`src/rtl/core/tddr_pkg.sv`:
```
// ============================================================================
// tddr_pkg
// Shared constants and types of the thick DDA line rasterizer: display size,
// brush limit, status codes and the divider request/response bundles.
// ============================================================================
`default_nettype none

package tddr_pkg;

    localparam int DISPLAY_WIDTH  = 320;
    localparam int DISPLAY_HEIGHT = 240;
    localparam int MAX_WEIGHT     = 8;

    // Q16 rounding divide: quotient bits produced per division
    localparam int DIV_BITS   = 17;
    localparam int DIV_CNT_W  = 5;
    localparam int COORD_W    = 11;
    localparam int MAG_W      = 10;
    localparam int ACC_W      = 27;
    localparam int INC_W      = 18;

    localparam logic [1:0] STATUS_OK       = 2'd0;
    localparam logic [1:0] STATUS_BAD_LOAD = 2'd1;
    localparam logic [1:0] STATUS_NO_LINE  = 2'd2;

    typedef struct packed {
        logic             start;
        logic [MAG_W-1:0] mag;
        logic [MAG_W-1:0] steps;
    } t_div_req;

    typedef struct packed {
        logic                done;
        logic [DIV_BITS-1:0] quot;
    } t_div_rsp;

endpackage

`default_nettype wire

```
`src/rtl/core/thick_dda_line_rasterizer.sv`:
```
// ============================================================================
// thick_dda_line_rasterizer
// DDA line rasterizer with a diamond brush in Q16 fixed point.
// Load requests set up the line through a shared iterative divider; step
// requests walk the brush of the current DDA point and emit its pixels.
// ============================================================================
// Load: after accept, two 17-bit divisions run one after the other on the one
//   shared divider (x, then y) before the status result is sent.
// Step: the brush cells of the current point are scanned, then the last pixel
//   is flushed; one candidate cell is scanned per cycle while the output is free.
// Invalid loads and steps without a line answer straight from the response state.
// One request at a time: s_tready is high only while the sequencer is idle.
// Reset is synchronous, active low; it clears the line state (no line active).
// ============================================================================
`default_nettype none

module thick_dda_line_rasterizer (
    input  wire         i_clk,
    input  wire         i_rst_n,
    // request stream
    input  wire         i_s_tvalid,
    output logic        o_s_tready,
    // tdata: x_start[10:0], y_start[21:11], x_end[32:22], y_end[43:33],
    //        pen_color[51:44], pen_weight[55:52]
    input  wire  [55:0] i_s_tdata,
    // tuser: req_type[0]
    input  wire  [0:0]  i_s_tuser,
    // result stream
    output logic        o_m_tvalid,
    input  wire         i_m_tready,
    // tdata: pixel_x[8:0], pixel_y[16:9], pixel_color[24:17], line_done[25],
    //        zero[31:26]
    output logic [31:0] o_m_tdata,
    // tuser: pixel_valid[0], status[2:1]
    output logic [2:0]  o_m_tuser,
    output logic        o_m_tlast
);

    typedef enum logic [2:0] {
        S_IDLE,
        S_PREP,
        S_DIVX,
        S_DIVY,
        S_RESP,
        S_SCAN,
        S_FLUSH
    } t_state;

    localparam int CW = tddr_pkg::COORD_W;

    // ---------------- registers ----------------
    t_state r_state, n_state;

    // line state
    logic signed [tddr_pkg::ACC_W-1:0] r_xacc, n_xacc, r_yacc, n_yacc;
    logic [tddr_pkg::INC_W-1:0]        r_xinc, n_xinc, r_yinc, n_yinc;
    logic [9:0]                        r_steps_left, n_steps_left;
    logic [7:0]                        r_color, n_color;
    logic [2:0]                        r_half, n_half;
    logic                              r_odd, n_odd;
    logic                              r_active, n_active;

    // captured load request
    logic signed [CW-1:0] r_x1, n_x1, r_y1, n_y1, r_x2, n_x2, r_y2, n_y2;
    logic [7:0]           r_pcol, n_pcol;
    logic [3:0]           r_pw, n_pw;
    logic [tddr_pkg::DIV_BITS-1:0] r_qx, n_qx;
    logic [1:0]           r_rsp_status, n_rsp_status;

    // brush walk
    logic signed [CW-1:0] r_cx, n_cx, r_cy, n_cy;
    logic signed [4:0]    r_yw, n_yw, r_xw, n_xw;
    logic                 r_sdone, n_sdone;
    // one pixel held back so the last one can be flagged
    logic                 r_pd_v, n_pd_v;
    logic [8:0]           r_pd_x, n_pd_x;
    logic [7:0]           r_pd_y, n_pd_y;

    // output register
    logic       r_o_valid, n_o_valid;
    logic [8:0] r_o_px, n_o_px;
    logic [7:0] r_o_py, n_o_py;
    logic [7:0] r_o_col, n_o_col;
    logic       r_o_pv, n_o_pv;
    logic       r_o_last, n_o_last;
    logic       r_o_done, n_o_done;
    logic [1:0] r_o_status, n_o_status;

    // ---------------- shared divider ----------------
    tddr_pkg::t_div_req div_req;
    tddr_pkg::t_div_rsp div_rsp;

    tddr_div u_div (
        .i_clk   (i_clk),
        .i_rst_n (i_rst_n),
        .i_req   (div_req),
        .o_rsp   (div_rsp)
    );

    // ---------------- helpers ----------------
    // first column offset of brush row yw
    function automatic logic signed [4:0] row_start(input logic signed [4:0] yw,
                                                    input logic [2:0] h,
                                                    input logic odd);
        logic signed [4:0] ay;
        ay = yw[4] ? -yw : yw;
        return ay - $signed({2'b00, h}) + $signed({4'b0000, odd});
    endfunction

    // signed Q16 increment from magnitude quotient
    function automatic logic [tddr_pkg::INC_W-1:0] apply_sign(
            input logic neg, input logic [tddr_pkg::DIV_BITS-1:0] q);
        logic [tddr_pkg::INC_W-1:0] qe;
        qe = {1'b0, q};
        return neg ? (~qe + 18'd1) : qe;
    endfunction

    // Q16 accumulator truncated toward zero
    function automatic logic signed [CW-1:0] trunc_q16(
            input logic signed [tddr_pkg::ACC_W-1:0] a);
        logic round_up;
        round_up = a[tddr_pkg::ACC_W-1] && (a[15:0] != 16'd0);
        return $signed(a[tddr_pkg::ACC_W-1:16] + {10'd0, round_up});
    endfunction

    // ---------------- request decode ----------------
    logic                 in_acc, out_free;
    logic signed [CW-1:0] s_x1, s_y1, s_x2, s_y2;
    logic [3:0]           s_w;
    logic                 ld_ok;

    assign s_x1 = $signed(i_s_tdata[10:0]);
    assign s_y1 = $signed(i_s_tdata[21:11]);
    assign s_x2 = $signed(i_s_tdata[32:22]);
    assign s_y2 = $signed(i_s_tdata[43:33]);
    assign s_w  = i_s_tdata[55:52];

    assign ld_ok = !s_x1[CW-1] && ({1'b0, s_x1} < 12'(tddr_pkg::DISPLAY_WIDTH))  &&
                   !s_x2[CW-1] && ({1'b0, s_x2} < 12'(tddr_pkg::DISPLAY_WIDTH))  &&
                   !s_y1[CW-1] && ({1'b0, s_y1} < 12'(tddr_pkg::DISPLAY_HEIGHT)) &&
                   !s_y2[CW-1] && ({1'b0, s_y2} < 12'(tddr_pkg::DISPLAY_HEIGHT)) &&
                   (s_w != 4'd0) && (s_w <= 4'(tddr_pkg::MAX_WEIGHT));

    assign o_s_tready = (r_state == S_IDLE);
    assign in_acc     = i_s_tvalid && o_s_tready;
    assign out_free   = !r_o_valid || i_m_tready;

    // ---------------- line setup arithmetic ----------------
    logic signed [CW:0]        dx, dy;
    logic [CW:0]               adx_f, ady_f;
    logic [tddr_pkg::MAG_W-1:0] adx, ady, steps_raw, steps;

    assign dx        = {r_x2[CW-1], r_x2} - {r_x1[CW-1], r_x1};
    assign dy        = {r_y2[CW-1], r_y2} - {r_y1[CW-1], r_y1};
    assign adx_f     = dx[CW] ? -dx : dx;
    assign ady_f     = dy[CW] ? -dy : dy;
    // endpoints on the display keep |d| within 10 bits
    assign adx       = adx_f[tddr_pkg::MAG_W-1:0];
    assign ady       = ady_f[tddr_pkg::MAG_W-1:0];
    assign steps_raw = (adx > ady) ? adx : ady;
    assign steps     = (steps_raw == '0) ? 10'd1 : steps_raw;

    assign div_req.start = (r_state == S_PREP) || ((r_state == S_DIVX) && div_rsp.done);
    assign div_req.mag   = (r_state == S_PREP) ? adx : ady;
    assign div_req.steps = steps;

    // ---------------- brush candidate ----------------
    logic signed [4:0]  hs, ayw, row_end, yw_next;
    logic               in_row;
    logic signed [CW:0] ox, oy;
    logic               on_disp;

    assign hs      = $signed({2'b00, r_half});
    assign ayw     = r_yw[4] ? -r_yw : r_yw;
    assign row_end = hs - ayw - 5'sd1;
    assign in_row  = (r_xw <= row_end);
    assign yw_next = r_yw + 5'sd1;

    assign ox = {r_cx[CW-1], r_cx} + {{(CW-4){r_xw[4]}}, r_xw};
    assign oy = {r_cy[CW-1], r_cy} + {{(CW-4){r_yw[4]}}, r_yw};
    assign on_disp = !ox[CW] && (ox < 12'sd0 + $signed(12'(tddr_pkg::DISPLAY_WIDTH))) &&
                     !oy[CW] && (oy < 12'sd0 + $signed(12'(tddr_pkg::DISPLAY_HEIGHT)));

    // ---------------- sequencer ----------------
    always_comb begin
        n_state      = r_state;
        n_xacc       = r_xacc;
        n_yacc       = r_yacc;
        n_xinc       = r_xinc;
        n_yinc       = r_yinc;
        n_steps_left = r_steps_left;
        n_color      = r_color;
        n_half       = r_half;
        n_odd        = r_odd;
        n_active     = r_active;
        n_x1         = r_x1;
        n_y1         = r_y1;
        n_x2         = r_x2;
        n_y2         = r_y2;
        n_pcol       = r_pcol;
        n_pw         = r_pw;
        n_qx         = r_qx;
        n_rsp_status = r_rsp_status;
        n_cx         = r_cx;
        n_cy         = r_cy;
        n_yw         = r_yw;
        n_xw         = r_xw;
        n_sdone      = r_sdone;
        n_pd_v       = r_pd_v;
        n_pd_x       = r_pd_x;
        n_pd_y       = r_pd_y;
        n_o_valid    = r_o_valid;
        n_o_px       = r_o_px;
        n_o_py       = r_o_py;
        n_o_col      = r_o_col;
        n_o_pv       = r_o_pv;
        n_o_last     = r_o_last;
        n_o_done     = r_o_done;
        n_o_status   = r_o_status;

        if (r_o_valid && i_m_tready) begin
            n_o_valid = 1'b0;
        end

        unique case (r_state)
            S_IDLE: begin
                if (in_acc) begin
                    if (!i_s_tuser[0]) begin
                        if (ld_ok) begin
                            n_x1    = s_x1;
                            n_y1    = s_y1;
                            n_x2    = s_x2;
                            n_y2    = s_y2;
                            n_pcol  = i_s_tdata[51:44];
                            n_pw    = s_w;
                            n_state = S_PREP;
                        end else begin
                            n_rsp_status = tddr_pkg::STATUS_BAD_LOAD;
                            n_state      = S_RESP;
                        end
                    end else if (!r_active) begin
                        n_rsp_status = tddr_pkg::STATUS_NO_LINE;
                        n_state      = S_RESP;
                    end else begin
                        n_cx    = trunc_q16(r_xacc);
                        n_cy    = trunc_q16(r_yacc);
                        n_sdone = (r_steps_left == 10'd0);
                        n_yw    = -hs;
                        n_xw    = row_start(-hs, r_half, r_odd);
                        n_pd_v  = 1'b0;
                        n_state = S_SCAN;
                    end
                end
            end
            S_PREP: begin
                // divider for x starts this cycle
                n_state = S_DIVX;
            end
            S_DIVX: begin
                if (div_rsp.done) begin
                    n_qx    = div_rsp.quot;
                    n_state = S_DIVY;
                end
            end
            S_DIVY: begin
                if (div_rsp.done) begin
                    n_xinc       = apply_sign(dx[CW], r_qx);
                    n_yinc       = apply_sign(dy[CW], div_rsp.quot);
                    n_xacc       = {r_x1, 16'd0};
                    n_yacc       = {r_y1, 16'd0};
                    n_steps_left = steps;
                    n_color      = r_pcol;
                    n_odd        = r_pw[0];
                    n_half       = 3'(({1'b0, r_pw} + {4'd0, r_pw[0]}) >> 1);
                    n_active     = 1'b1;
                    n_rsp_status = tddr_pkg::STATUS_OK;
                    n_state      = S_RESP;
                end
            end
            S_RESP: begin
                if (out_free) begin
                    n_o_valid  = 1'b1;
                    n_o_px     = '0;
                    n_o_py     = '0;
                    n_o_col    = '0;
                    n_o_pv     = 1'b0;
                    n_o_last   = 1'b1;
                    n_o_done   = 1'b0;
                    n_o_status = r_rsp_status;
                    n_state    = S_IDLE;
                end
            end
            S_SCAN: begin
                if (in_row) begin
                    if (on_disp) begin
                        if (!r_pd_v) begin
                            n_pd_v = 1'b1;
                            n_pd_x = ox[8:0];
                            n_pd_y = oy[7:0];
                            n_xw   = r_xw + 5'sd1;
                        end else if (out_free) begin
                            n_o_valid  = 1'b1;
                            n_o_px     = r_pd_x;
                            n_o_py     = r_pd_y;
                            n_o_col    = r_color;
                            n_o_pv     = 1'b1;
                            n_o_last   = 1'b0;
                            n_o_done   = r_sdone;
                            n_o_status = tddr_pkg::STATUS_OK;
                            n_pd_x     = ox[8:0];
                            n_pd_y     = oy[7:0];
                            n_xw       = r_xw + 5'sd1;
                        end
                    end else begin
                        n_xw = r_xw + 5'sd1;
                    end
                end else if (yw_next == hs) begin
                    n_state = S_FLUSH;
                end else begin
                    n_yw = yw_next;
                    n_xw = row_start(yw_next, r_half, r_odd);
                end
            end
            S_FLUSH: begin
                if (out_free) begin
                    n_o_valid  = 1'b1;
                    n_o_px     = r_pd_v ? r_pd_x : 9'd0;
                    n_o_py     = r_pd_v ? r_pd_y : 8'd0;
                    n_o_col    = r_pd_v ? r_color : 8'd0;
                    n_o_pv     = r_pd_v;
                    n_o_last   = 1'b1;
                    n_o_done   = r_sdone;
                    n_o_status = tddr_pkg::STATUS_OK;
                    n_pd_v     = 1'b0;
                    n_xacc     = r_xacc + {{9{r_xinc[tddr_pkg::INC_W-1]}}, r_xinc};
                    n_yacc     = r_yacc + {{9{r_yinc[tddr_pkg::INC_W-1]}}, r_yinc};
                    if (r_sdone) begin
                        n_active = 1'b0;
                    end else begin
                        n_steps_left = r_steps_left - 10'd1;
                    end
                    n_state = S_IDLE;
                end
            end
            default: begin
                n_state = S_IDLE;
            end
        endcase
    end

    always_ff @(posedge i_clk) begin
        if (!i_rst_n) begin
            r_state      <= S_IDLE;
            r_xacc       <= '0;
            r_yacc       <= '0;
            r_xinc       <= '0;
            r_yinc       <= '0;
            r_steps_left <= '0;
            r_color      <= '0;
            r_half       <= '0;
            r_odd        <= 1'b0;
            r_active     <= 1'b0;
            r_x1         <= '0;
            r_y1         <= '0;
            r_x2         <= '0;
            r_y2         <= '0;
            r_pcol       <= '0;
            r_pw         <= '0;
            r_qx         <= '0;
            r_rsp_status <= tddr_pkg::STATUS_OK;
            r_cx         <= '0;
            r_cy         <= '0;
            r_yw         <= '0;
            r_xw         <= '0;
            r_sdone      <= 1'b0;
            r_pd_v       <= 1'b0;
            r_pd_x       <= '0;
            r_pd_y       <= '0;
            r_o_valid    <= 1'b0;
            r_o_px       <= '0;
            r_o_py       <= '0;
            r_o_col      <= '0;
            r_o_pv       <= 1'b0;
            r_o_last     <= 1'b0;
            r_o_done     <= 1'b0;
            r_o_status   <= tddr_pkg::STATUS_OK;
        end else begin
            r_state      <= n_state;
            r_xacc       <= n_xacc;
            r_yacc       <= n_yacc;
            r_xinc       <= n_xinc;
            r_yinc       <= n_yinc;
            r_steps_left <= n_steps_left;
            r_color      <= n_color;
            r_half       <= n_half;
            r_odd        <= n_odd;
            r_active     <= n_active;
            r_x1         <= n_x1;
            r_y1         <= n_y1;
            r_x2         <= n_x2;
            r_y2         <= n_y2;
            r_pcol       <= n_pcol;
            r_pw         <= n_pw;
            r_qx         <= n_qx;
            r_rsp_status <= n_rsp_status;
            r_cx         <= n_cx;
            r_cy         <= n_cy;
            r_yw         <= n_yw;
            r_xw         <= n_xw;
            r_sdone      <= n_sdone;
            r_pd_v       <= n_pd_v;
            r_pd_x       <= n_pd_x;
            r_pd_y       <= n_pd_y;
            r_o_valid    <= n_o_valid;
            r_o_px       <= n_o_px;
            r_o_py       <= n_o_py;
            r_o_col      <= n_o_col;
            r_o_pv       <= n_o_pv;
            r_o_last     <= n_o_last;
            r_o_done     <= n_o_done;
            r_o_status   <= n_o_status;
        end
    end

    // ---------------- outputs ----------------
    assign o_m_tvalid = r_o_valid;
    assign o_m_tdata  = {6'd0, r_o_done, r_o_col, r_o_py, r_o_px};
    assign o_m_tuser  = {r_o_status, r_o_pv};
    assign o_m_tlast  = r_o_last;

`ifndef SYNTHESIS
    // held-back pixel only exists while a stamp is being walked
    a_pend_in_scan: assert property (@(posedge i_clk) disable iff (!i_rst_n)
        r_pd_v |-> (r_state == S_SCAN || r_state == S_FLUSH))
        else $error("pending pixel outside brush walk");

    // divider completion only expected during line setup
    a_div_done_setup: assert property (@(posedge i_clk) disable iff (!i_rst_n)
        div_rsp.done |-> (r_state == S_DIVX || r_state == S_DIVY))
        else $error("divider done outside setup");

    // a result without a pixel closes its request
    a_empty_is_last: assert property (@(posedge i_clk) disable iff (!i_rst_n)
        (o_m_tvalid && !o_m_tuser[0]) |-> o_m_tlast)
        else $error("empty result not marked last");

    // error status never carries a pixel
    a_err_no_pixel: assert property (@(posedge i_clk) disable iff (!i_rst_n)
        (o_m_tvalid && (o_m_tuser[2:1] != tddr_pkg::STATUS_OK)) |-> !o_m_tuser[0])
        else $error("pixel with error status");

    // one request at a time
    a_busy_after_accept: assert property (@(posedge i_clk) disable iff (!i_rst_n)
        in_acc |=> !o_s_tready)
        else $error("ready right after accept");
`endif

endmodule

`default_nettype wire

```
`src/rtl/core/tddr_div.sv`:
```
// ============================================================================
// tddr_div
// Restoring divider, one quotient bit per cycle:
// quot = (mag * 2^17 + steps) / (2 * steps), for mag <= steps.
// ============================================================================
`default_nettype none

module tddr_div (
    input  wire               i_clk,
    input  wire               i_rst_n,
    input  tddr_pkg::t_div_req i_req,
    output tddr_pkg::t_div_rsp o_rsp
);

    logic [tddr_pkg::MAG_W:0]        r_rem;
    logic [tddr_pkg::DIV_BITS-1:0]   r_num;
    logic [tddr_pkg::DIV_BITS-1:0]   r_quot;
    logic [tddr_pkg::DIV_CNT_W-1:0]  r_cnt;
    logic                            r_done;

    logic [tddr_pkg::MAG_W:0]   divisor;
    logic [tddr_pkg::MAG_W+1:0] trial;
    logic                       ge;

    // divisor is 2*steps; remainder stays below it
    assign divisor = {i_req.steps, 1'b0};
    assign trial   = {r_rem, r_num[tddr_pkg::DIV_BITS-1]};
    assign ge      = trial >= {1'b0, divisor};

    always_ff @(posedge i_clk) begin
        if (!i_rst_n) begin
            r_rem  <= '0;
            r_num  <= '0;
            r_quot <= '0;
            r_cnt  <= '0;
            r_done <= 1'b0;
        end else begin
            r_done <= 1'b0;
            if (i_req.start) begin
                // numerator top bits are mag, low 17 bits are the rounding term
                r_rem  <= {1'b0, i_req.mag};
                r_num  <= tddr_pkg::DIV_BITS'(i_req.steps);
                r_quot <= '0;
                r_cnt  <= tddr_pkg::DIV_CNT_W'(tddr_pkg::DIV_BITS);
            end else if (r_cnt != '0) begin
                r_rem  <= ge ? tddr_pkg::MAG_W'(trial - {1'b0, divisor}) + 11'd0
                             : trial[tddr_pkg::MAG_W:0];
                r_num  <= {r_num[tddr_pkg::DIV_BITS-2:0], 1'b0};
                r_quot <= {r_quot[tddr_pkg::DIV_BITS-2:0], ge};
                r_cnt  <= r_cnt - 1'b1;
                r_done <= (r_cnt == tddr_pkg::DIV_CNT_W'(1));
            end
        end
    end

    assign o_rsp.done = r_done;
    assign o_rsp.quot = r_quot;

endmodule

`default_nettype wire
```
`config.mk`:
```
export PLATFORM = sky130hd
export DESIGN_NAME = thick_dda_line_rasterizer
export DESIGN_NICKNAME = d
export VERILOG_FILES = /design/src/rtl/core/tddr_pkg.sv /design/src/rtl/core/thick_dda_line_rasterizer.sv /design/src/rtl/core/tddr_div.sv
export SDC_FILE = /design/constraint.sdc
export NUM_CORES = 1
export LEC_CHECK = 0
export BUFFER_PORTS_ARGS = -buffer_cell sky130_fd_sc_hd__buf_2
export CAP_MARGIN = 5
export CORE_MARGIN = 2
export CORE_UTILIZATION = 50
export CTS_BUF_LIST = sky130_fd_sc_hd__clkbuf_4 sky130_fd_sc_hd__clkbuf_8
export DETAILED_ROUTE_END_ITERATION = 8
export PLACE_DENSITY = 0.67
export SYNTH_ARGS = -nofsm -noshare
export SYNTH_HDL_FRONTEND = slang
export SYNTH_HIERARCHICAL = 1
export SYNTH_SLANG_ARGS = --single-unit
```
`constraint.sdc`:
```
create_clock -name i_clk -period 15.3 [get_ports i_clk]
set_input_delay 0.765 -clock i_clk [delete_from_list [all_inputs] [get_ports i_clk]]
set_output_delay 0.765 -clock i_clk [all_outputs]
set_load 0.02 [all_outputs]
```
==> metrics.cfg <==
[power]
pwr_density_cell_nw_per_um2=91.16
irDropWorstVdd_mv=0.2196
p_leak_uw=0.008911

[clock_network]
clk_path_buf_depth=3
cts-resized-gates=0
clk_latency_ps=650
root_buffer=clkbuf_8
cts_tree=yes
numCtsBuffers=57
ctsHoldBuffers=0
clk_pin_slew_worst_paths_ps=60
cts.sinks=324
cts_htree_levels=2
post_cts_buffers=0

[synthesis]
synth_top_area_share=0.3213
synth-main-ff-cell=dfxtp_1
synth.most_common_cell=nand2_1
ys_ff_latch=324
synth.area.top_cells=dfxtp_1 (32%), ha_1 (9.4%), nand2_1 (7.0%), a21oi_1 (6.1%), nor2_1 (4.2%)
yosys.area.top_type=dfxtp_1
synth.cells.most_frequent=nand2_1 (376), dfxtp_1 (324), a21oi_1 (246), nor2_1 (227), ha_1 (152)
avgSynthCellArea_sq_um=7.970
ys_seq_area_frac=0.3213
synth_cell_types=95
netlist_instances=2533
async_reset_ff_frac=0
yosysWarningCount=6
syn_area_sq_um=20190
synth_edf_count=0

[global_route]
overflow=0
grt_max_degree=82
antenna_found_initial=1
grtUsageTotal=0.2593
grt_pass1_wl_um=88510
grt_pass1_vias=17280

[timing]
fin_crit_sh=0.5276
rsz0062_at_grt=false
max_slew_margin=0.2826
worst_pin_slew_ps=1072
finalSetupViolCount=0
finalClockSkew_ps=20.50
max_freq_ghz=0.1239
fin_crit_ps=8073
hold_viol_final=0
slew_viol_final=0
finalSetupTns_ps=0

[final_layout]
final_cells=3133
nFillCells=3777
drive_gt1_frac=0.1009
finalNetCount=2787
syn2layout_area_growth_pct=9.464

[setup_path]
regToRegStartpoint=r_y1[1]
worstSetupPathType=flop to flop
crit_path_max_fanout=16
start_kind=flop
startpoint=r_y1[1]
critical_path_arrival_ps=8610
worstSetupEndpointType=flop
crit_required_ps=15830
rrSetupSlack_ps=7230
reg2reg_depth=25
regToRegEndpoint=u_div/r_rem[2]

[detailed_routing]
firstDrtPassIters=5
drtIter0Drc=1265
wl_um=54760
postRouteAntennaNets=0
remaining_drc_errors=0
vias_per_cell=5.781
wl_per_cell_um=17.48
dr_total_vias=18110

[floorplan]
die_h_um=204.9
io_pins=99
dieArea_sq_um=42000
num_rows=73
initial_core_util=0.5069
die_w_um=204.9
core_area_sq_um=39820

[run_status]
status=completed

[place]
numPortBuffers=92
placedCellCount=3030
dp_hpwl_um=39990
globalplace.congestion=0.9167

[hold_path]
hold_class=input pin to flop
hold-path-cell-count=3
hp-start=i_s_tdata[34]
hold_path_end=r_y2[1]

[flow_run]
drv_cap=0

power breakdown:
group,switching [uW],internal (uW),leakage (uW)
Combinational,176,103,0.00564
Sequential,22.6,861,0.00261
Clock,373,479,0.000659
final cells by class:
class,count,area (sq um),share of cell area
timing repair buffer,111,603.1,0.02729
antenna,1,2.502,0.0001132
sequential,324,6486,0.2935
multi-input combinational,1973,12760,0.5776
clock inverter,14,105.1,0.004756
clock buffer,88,1111,0.05028
inverter,97,369.1,0.01670
tap,525,656.9,0.02973
critical path, stage by stage (launching register included):
cell and delay (ps):
dfxtp_1 400, inv_1 60, ha_1 280, nor2b_1 160
o31a_1 290, o31ai_2 290, a21oi_2 170, nor2_1 830
a21oi_1 260, ha_1 360, nor2b_1 140, o21a_1 120
o21a_1 110, o21ai_1 60, a31oi_1 680, clkinv_1 480
mux2i_1 260, or4_1 550, or3_1 350, o41ai_1 410
ha_1 270, nand3b_1 220, a311oi_2 160, a211oi_4 660
mux2i_1 170, a22o_1 200
cell families after synthesis:
group	after synthesis	synth area share
AND/OR/NAND/NOR	901	0.2048
XOR/XNOR	159	0.06898
other	1	0.0001858
buffers and inverters	241	0.04921
adder cells (fa/ha/maj)	162	0.1041
flip-flops	324	0.3213
multiplexers	52	0.02585
AO/OA/AOI/OAI	693	0.2255
worst max-delay path by stage:
stage	endpoint	slack, ps
6_report	u_div/r_rem[2]	7230
5_1_grt	u_div/r_rem[6]	6580
4_1_cts	u_div/r_rem[2]	7230
2_1_floorplan	u_div/r_rem[5]	8520
3_5_place_dp	u_div/r_rem[2]	7220
3_3_place_gp	u_div/r_rem[2]	7580
through the flow:
step | setup WS, ps | instance area [sq um] | hold slack (ps) | power (uW) | util
3_3_place_gp | 7580 | 20880 | 442.1 | 1171 | 0.5243
5_1_grt | 6578 | 22090 | 347.2 | 2103 | 0.5548
4_1_cts | 7227 | 22090 | 301.3 | 2034 | 0.5548
2_1_floorplan | 8522 | 20210 | 432.1 | 1120 | -
3_5_place_dp | 7224 | 20880 | 446.8 | 1179 | 0.5243
6_report | 7227 | 22100 | 353.0 | 2014 | 0.5549
cell usage in the layout (no fill, tap or decap), types with 19 or more instances in the layout:
cell type,count
nand2_1,375
xor2_1,74
nor4_1,19
nor2b_1,28
clkbuf_8,72
a211oi_1,78
dfxtp_1,324
nand3_1,50
mux2i_1,51
a21oi_1,244
and2_1,22
o31ai_1,19
a32o_2,19
buf_2,92
nor3_1,46
a22oi_1,22
inv_1,95
buf_4,19
nor2_1,225
o21a_1,23
a21o_1,28
ha_1,152
nand2b_1,27
o21ai_0,96
xnor2_1,85
or3_1,22
per-layer routing:
| metal | share of wire | vias up | global-route usage |
|---|---|---|---|
| met5 | 0 | - | 0 |
| met4 | 0.039 | 0 | 0.1146 |
| met3 | 0.043 | 108 | 0.03977 |
| met2 | 0.47 | 387 | 0.4374 |
| met1 | 0.44 | 8521 | 0.3270 |
| li1 | - | 9096 | - |
registers in the layout, indices dropped and copies added (netlist names), 17 cells and up:
name and count:
r_xinc 18, r_qx 17, u_div/r_num 17, r_xacc 27, r_yacc 27, r_yinc 18
u_div/r_quot 17
(Power assumes the default switching activity.)
